===== src/hw/rtl/pes_pkg.sv =====
package pes_pkg;

  localparam int DIV_LAT  = 64;
  localparam int SQRT_LAT = 32;

  localparam logic [1:0] CFG_TIME_STEP      = 2'd0;
  localparam logic [1:0] CFG_FLOOR_LEVEL    = 2'd1;
  localparam logic [1:0] CFG_SPEED_LIMIT    = 2'd2;
  localparam logic [1:0] CFG_BOUNCE_DAMPING = 2'd3;

  localparam logic [15:0] TIME_STEP_RST      = 16'd1092;
  localparam logic [31:0] FLOOR_LEVEL_RST    = 32'd39256064;
  localparam logic [30:0] SPEED_LIMIT_RST    = 31'd65536000;
  localparam logic [16:0] BOUNCE_DAMPING_RST = 17'd13107;

  typedef struct packed {
    logic        vld;
    logic        pin;
    logic        fsx;
    logic        fsy;
    logic        bnc;
    logic        clp;
    logic [31:0] m;
    logic [31:0] px;
    logic [31:0] py;
    logic [31:0] vx;
    logic [31:0] vy;
    logic [31:0] opx;
    logic [31:0] opy;
    logic [31:0] ovx;
    logic [31:0] ovy;
    logic [63:0] na;
    logic [63:0] nb;
    logic [31:0] s;
  } item_t;

  function automatic logic [31:0] mag32(logic [31:0] v);
    return v[31] ? (~v + 32'd1) : v;
  endfunction

  function automatic logic [31:0] sat32(logic [63:0] v);
    logic signed [63:0] sv;
    sv = $signed(v);
    if (sv > 64'sd2147483647) return 32'h7fff_ffff;
    if (sv < -64'sd2147483648) return 32'h8000_0000;
    return v[31:0];
  endfunction

  function automatic logic [63:0] sext32(logic [31:0] v);
    return {{32{v[31]}}, v};
  endfunction

  // (p >> 16) with sign applied, saturated
  function automatic logic [31:0] scale_res(logic [63:0] p, logic neg);
    logic [63:0] sh;
    sh = p >> 16;
    return sat32(neg ? (~sh + 64'd1) : sh);
  endfunction

  // one restoring step: shift the quotient bit into the low end
  function automatic logic [95:0] div_step(logic [95:0] acc, logic [31:0] den);
    logic [32:0] top;
    logic [32:0] dif;
    top = acc[95:63];
    dif = top - {1'b0, den};
    if (top >= {1'b0, den}) return {dif[31:0], acc[62:0], 1'b1};
    return {top[31:0], acc[62:0], 1'b0};
  endfunction

endpackage


===== src/hw/rtl/pes_sqrt.sv =====
module pes_sqrt (
  input  logic        clk,
  input  logic        en,
  input  logic [63:0] rad,
  output logic [31:0] root
);

  logic [63:0] n_r [pes_pkg::SQRT_LAT];
  logic [63:0] r_r [pes_pkg::SQRT_LAT];

  function automatic logic [127:0] sq_step(logic [63:0] n, logic [63:0] res, logic [63:0] b);
    logic [63:0] t;
    t = res + b;
    if (n >= t) return {n - t, (res >> 1) + b};
    return {n, res >> 1};
  endfunction

  always_ff @(posedge clk) begin
    if (en) begin
      {n_r[0], r_r[0]} <= sq_step(rad, 64'd0, 64'd1 << 62);
      for (int k = 1; k < pes_pkg::SQRT_LAT; k++) begin
        {n_r[k], r_r[k]} <= sq_step(n_r[k-1], r_r[k-1], 64'd1 << (62 - 2 * k));
      end
    end
  end

  assign root = r_r[pes_pkg::SQRT_LAT-1][31:0];

endmodule


===== config.mk =====
export PLATFORM = sky130hd
export DESIGN_NAME = pes_sqrt
export DESIGN_NICKNAME = d
export VERILOG_FILES = /design/src/hw/rtl/pes_pkg.sv /design/src/hw/rtl/pes_sqrt.sv
export SDC_FILE = /design/constraint.sdc
export NUM_CORES = 2
export LEC_CHECK = 0
export ABC_AREA = 0
export BUFFER_PORTS_ARGS = -buffer_cell sky130_fd_sc_hd__buf_4
export CAP_MARGIN = 15
export CELL_PAD_IN_SITES_DETAIL_PLACEMENT = 0
export CELL_PAD_IN_SITES_GLOBAL_PLACEMENT = 1
export CORE_MARGIN = 2
export CORE_UTILIZATION = 35
export DETAILED_ROUTE_END_ITERATION = 6
export PLACE_DENSITY_LB_ADDON = 0.1
export SKIP_CTS_REPAIR_TIMING = 1
export SYNTH_ARGS = -nofsm -noshare
export SYNTH_HDL_FRONTEND = slang
export SYNTH_SLANG_ARGS = --single-unit

===== constraint.sdc =====
create_clock -name clk -period 4.3 [get_ports clk]
set_input_delay 0.215 -clock clk [delete_from_list [all_inputs] [get_ports clk]]
set_output_delay 0.215 -clock clk [all_outputs]
set_load 0.01 [all_outputs]

# Word level (Yosys, flattened, before mapping)
# Index checks and enable logic that the tools add are counted.
# W data, S select, Z words.
[word_totals]
register_bits = 3937
in_bits = 66
output_inout_bits = 32
elab_cells = 347
[op_classes]
addsub = 93
order_cmp = 32
n_mux = 128
[ops]
columns = ["op", "n"]
rows = [
  ["$mux W128", 62],
  ["$ge A64 B64 Y1", 31],
  ["$sub A64 B64 Y64", 30],
  ["$add A63 B11 Y64 const B", 1],
  ["$add A63 B13 Y64 const B", 1],
  ["$add A63 B15 Y64 const B", 1],
  ["$add A63 B17 Y64 const B", 1],
  ["$add A63 B19 Y64 const B", 1],
  ["$add A63 B21 Y64 const B", 1],
  ["$add A63 B23 Y64 const B", 1],
  ["$add A63 B25 Y64 const B", 1],
  ["$add A63 B27 Y64 const B", 1],
  ["$add A63 B29 Y64 const B", 1],
  ["$add A63 B3 Y64 const B", 1],
  ["$add A63 B31 Y64 const B", 1],
  ["$add A63 B33 Y64 const B", 1],
  ["$add A63 B35 Y64 const B", 1],
  ["$add A63 B37 Y64 const B", 1],
  ["$add A63 B39 Y64 const B", 1],
  ["$add A63 B41 Y64 const B", 1],
  ["$add A63 B43 Y64 const B", 1],
  ["$add A63 B45 Y64 const B", 1],
  ["$add A63 B47 Y64 const B", 1],
  ["$add A63 B49 Y64 const B", 1],
  ["other kinds (45)", 109],
]

# Logic depth before layout (Yosys ltp)
[depth]
word_depth = 5
depth_mapped = 15
ltp_nobuf = 14

# Worst setup path before layout
# Ideal clock, no wire load.
[synth_path]
path_kind = "reg2reg"
from = "register n_r[434] in the netlist's numbering"
to = "register n_r[380] in the netlist's numbering (data pin)"
setup_time_ns = 0.271
arrival_ns = 3.465
slack_ns = 0.563
stages_incl_launch_ff = 12
synth_period_minus_slack_ns = 3.737
cell_sequence = "edfxtp_1 -> or4_4 -> or4b_1 -> or4_1 -> or4_1 -> or3_1 -> a21oi_2 -> buf_4 -> nor2b_1 -> o211ai_1 -> nor4_1 -> xor2_1"
[synth_between]
elab_chain_len = 4
[synth_rtl]
columns = ["item", "line_no", "text"]
rows = [
  ["start, declared", "pes_sqrt.sv:8", "logic [63:0] n_r [pes_pkg::SQRT_LAT];"],
  ["start signal, assigned by index", "pes_sqrt.sv:22", "{n_r[k], r_r[k]} <= sq_step(n_r[k-1], r_r[k-1], 64'd1 << (62 - 2 * k));"],
  ["$ge A64 B64 Y1", "pes_sqrt.sv:14", "if (n >= t) return {n - t, (res >> 1) + b};"],
  ["$mux W1", "pes_sqrt.sv:14", ""],
  ["$mux W1", "pes_sqrt.sv:19", "if (en) begin"],
  ["$mux W128 (*)", "pes_sqrt.sv:15", "return {n, res >> 1};"],
]
# Every way passes the cells marked *; elsewhere a longest branch is shown, timed or not. The select of a mux whose other input is x is not followed.
# A chain may end at the register's enable or synchronous reset.

# Worst setup path after layout
[layout_path]
from = "register n_r[436] in the netlist's numbering"
to = "register n_r[380] in the netlist's numbering (data pin)"
# Same word-level chain as after synthesis.

==> results by group <==
Finish
  • Register area: 75400 sq um
  • Commonest non-fill, non-tap cell in the layout: edfxtp_1
  • Most frequent cells in the layout: edfxtp_1 (2512), inv_1 (689), nor2_1 (654), a21oi_1 (634), ha_1 (558)
  • Finished Layout Cells: 14700
  • Share of cells above drive strength 1: 0.0888
  • Cell area after layout: 138000 sq um
  • Util after Layout: 0.406
  • Layout overhead on the synthesized area: 15.4%
  • Nets: 10600
  • Multi-input gate area: 41100 sq um
  • Fillers: 31800

Power
  • Pwr Total: 74600 uW
  • Pwr dens: 539 nW/um^2
  • P_leak: 0.0517 uW
  • Peak supply drop: 0.000331 V

Synthesis
  • Area contributors post-synth: edfxtp_1 (63%), ha_1 (5.8%), xnor2_1 (3.8%)
  • Netlist cell types: 86
  • Synthesized area: 120000 sq um
  • Main synth FF type: edfxtp_1
  • Post-synth EDFFs: 2512
  • Syn. warnings: 0
  • Sequential area share after synthesis: 0.629
  • Synth Register Bits: 2512
  • Synth area leader: edfxtp_1
  • Yosys top cell area share: 0.629
  • Post-Syn Area per Cell: 12.7 sq um
  • Cell count after synthesis: 9465
  • Post-synth net total: 10100
  • Async SR Flop Fraction: 0

STA
  • Slew HR: 0.272
  • Max Slew Vio Count: 0
  • Fmax: 243 MHz
  • Crit path time final: 4.11 ns
  • Final setup fails: 0
  • Final cycle utilization of the critical path: 0.956
  • Setup Skew: 0.0999 ns
  • RSZ-0062 raised after global routing: no
  • Least-Margin Pin Slew: 1.08 ns
  • Final hold violations: 0

Setup path
  • Worst r2r src: n_r[436]
  • Worst R2R Path Depth: 11
  • Flop2flop setup slack: 0.19 ns
  • Max incr delay on CP: 0.59 ns
  • Crit path cell chain: or4_4 > or4b_1 > or4_1 > or4_1 > or3_1 > a21oi_4 > buf_4 > nor2b_1 > o211ai_1 > nor4_1 > xor2_1
  • Worst-path maximum fanout: 7
  • CP Buf/Inv Count: 1
  • CP Class: reg -> reg
  • Worst Path Arrival: 4.74 ns
  • CP top delay family: simple AND/OR/NAND/NOR gates
  • Critical Path Slowest Stage Cell: or4_4
  • Most used cell, CP: or4_1
  • Critical path endpoint category: flop
  • CP Launch Type: flop
  • Worst endpoint required time: 4.93 ns
  • Worst R2R End: n_r[380]

Global routing
  • Largest net degree at the start of global routing: 156
  • Global-route wire length before repair: 472000 microns
  • GRT Total Usage: 0.178
  • Initial antenna violation count: 15
  • GRT overflow: 0
  • Vias in the first global route: 75000

Clock network
  • H-tree Lvls: 5
  • CTS Buf Count: 296
  • CTS Buffer Depth: 4
  • Root buf cell: clkbuf_16
  • CTS tree: built
  • Clk_lat worst skew: 0.94 ns
  • Clock sinks: 2512
  • Reg clk slew, reported paths: 0.06 ns

Job
  • Max Cap Violations: 0

Placed design
  • Post-DP HPWL: 238000 microns
  • Placed cell area: 127000 sq um
  • Final GP Congestion: 0.827
  • DP Cell Count: 14100
  • IO buf count: 97

Worst hold path
  • Hold crit path type: in -> reg
  • Worst hold start: rad[23]
  • Worst hold path depth: 2
  • Hold Crit Endpoint: n_r[2007]

Route
  • Final WL: 316000 microns
  • Via density: 5.11
  • Iteration-0 DRC count of the detailed router: 5503
  • DR DRC count: 0
  • Detailed-route wire length per cell: 21.4 microns
  • Post-DRT Antenna Nets: 0
  • Vias post-DR: 75300
  • Pre-antenna DRT Iters: 6

Floorplan
  • Total Die Area: 347000 sq um
  • CORE AREA: 340000 sq um
  • Die Span X: 589 microns
  • Initial Utilization: 0.352
  • Die Ht: 589 microns
  • # rows: 214
  • # IOs: 98

Run status
  • Status: complete, no violations
## sequential cells by signal, summed over array words and instances, names as in the netlist
| signal | flops |
|---|---|
| root | 32 |
| r_r | 496 |
| n_r | 1984 |
## cells by family after synthesis
logic type      after synthesis  share of synthesized area
xor+xnor                    888                     0.0649
buf+inv                     904                     0.0294
flops                      2512                      0.629
mux                         113                     0.0105
fa+ha+maj                   558                     0.0582
compound gates             1765                     0.0909
simple gates               2725                      0.117
## stage by stage
stage | hold WS (ns) | setup TNS (ns) | setup slack [ns]
floorplan | 0.314 | 0 | 0.563
detailed placement | 0.405 | -6.83 | -0.568
CTS | -0.652 | -7.21 | -0.583
global placement | 0.404 | -8.37 | -0.630
finish | 0.0875 | 0 | 0.189
global route | 0.0349 | 0 | 0.00239
## worst max-delay path by stage
stage / from / to / slack, ns / cells after the start
6_report: n_r[436] / n_r[380] / 0.19 / 11
5_1_grt: n_r[436] / n_r[380] / 0.002 / 11
4_1_cts: n_r[420] / n_r[370] / -0.58 / 12
3_5_place_dp: n_r[420] / n_r[382] / -0.57 / 12
3_3_place_gp: n_r[420] / n_r[370] / -0.63 / 12
2_1_floorplan: n_r[434] / n_r[380] / 0.56 / 11
## worst reg2reg max path: stages (launching register included)
cell,delay (ns)
edfxtp_1,0.41
or4_4,0.59
or4b_1,0.51
or4_1,0.51
or4_1,0.56
or3_1,0.44
a21oi_4,0.16
buf_4,0.19
nor2b_1,0.08
o211ai_1,0.16
nor4_1,0.10
xor2_1,0.15
## cell usage after synthesis, types with 82 or more instances
cell,instances
o21a_1,91
nand2b_1,108
nand3_1,164
nand4_1,151
clkbuf_1,162
nor3_1,228
ha_1,558
a21oi_1,637
nor4_1,319
xnor2_1,520
inv_1,689
nand2_1,555
xor2_1,368
a21o_1,251
edfxtp_1,2512
o21ai_0,375
nor2b_1,82
or3_1,100
mux2_2,104
nor2_1,655
## routing by layer
metal / share of wire / wire length, microns / vias to the layer above / track usage
li1: - / - / 36500 / -
met1: 0.45 / 144000 / 37000 / 0.241
met2: 0.48 / 150000 / 1448 / 0.296
met3: 0.046 / 14700 / 392 / 0.0304
met4: 0.023 / 7270 / 2 / 0.0423
met5: 0.000022 / 7 / - / 0
## area by class of cell
type,instances,area share
timing repair buffer,427,0.0278
inverter,692,0.0188
antenna,3,0.0000543
tap,4536,0.0410
clock inverter,177,0.0142
clock buffer,350,0.0556
sequential,2512,0.545
multi-input combinational,6049,0.297
## power by group
group	switching [uW]	total, uW	internal, uW
clock network	10300	25300	15000
registers	2680	33800	31200
logic	8950	15500	6530
No activity file was read; power rests on OpenSTA's default activity.
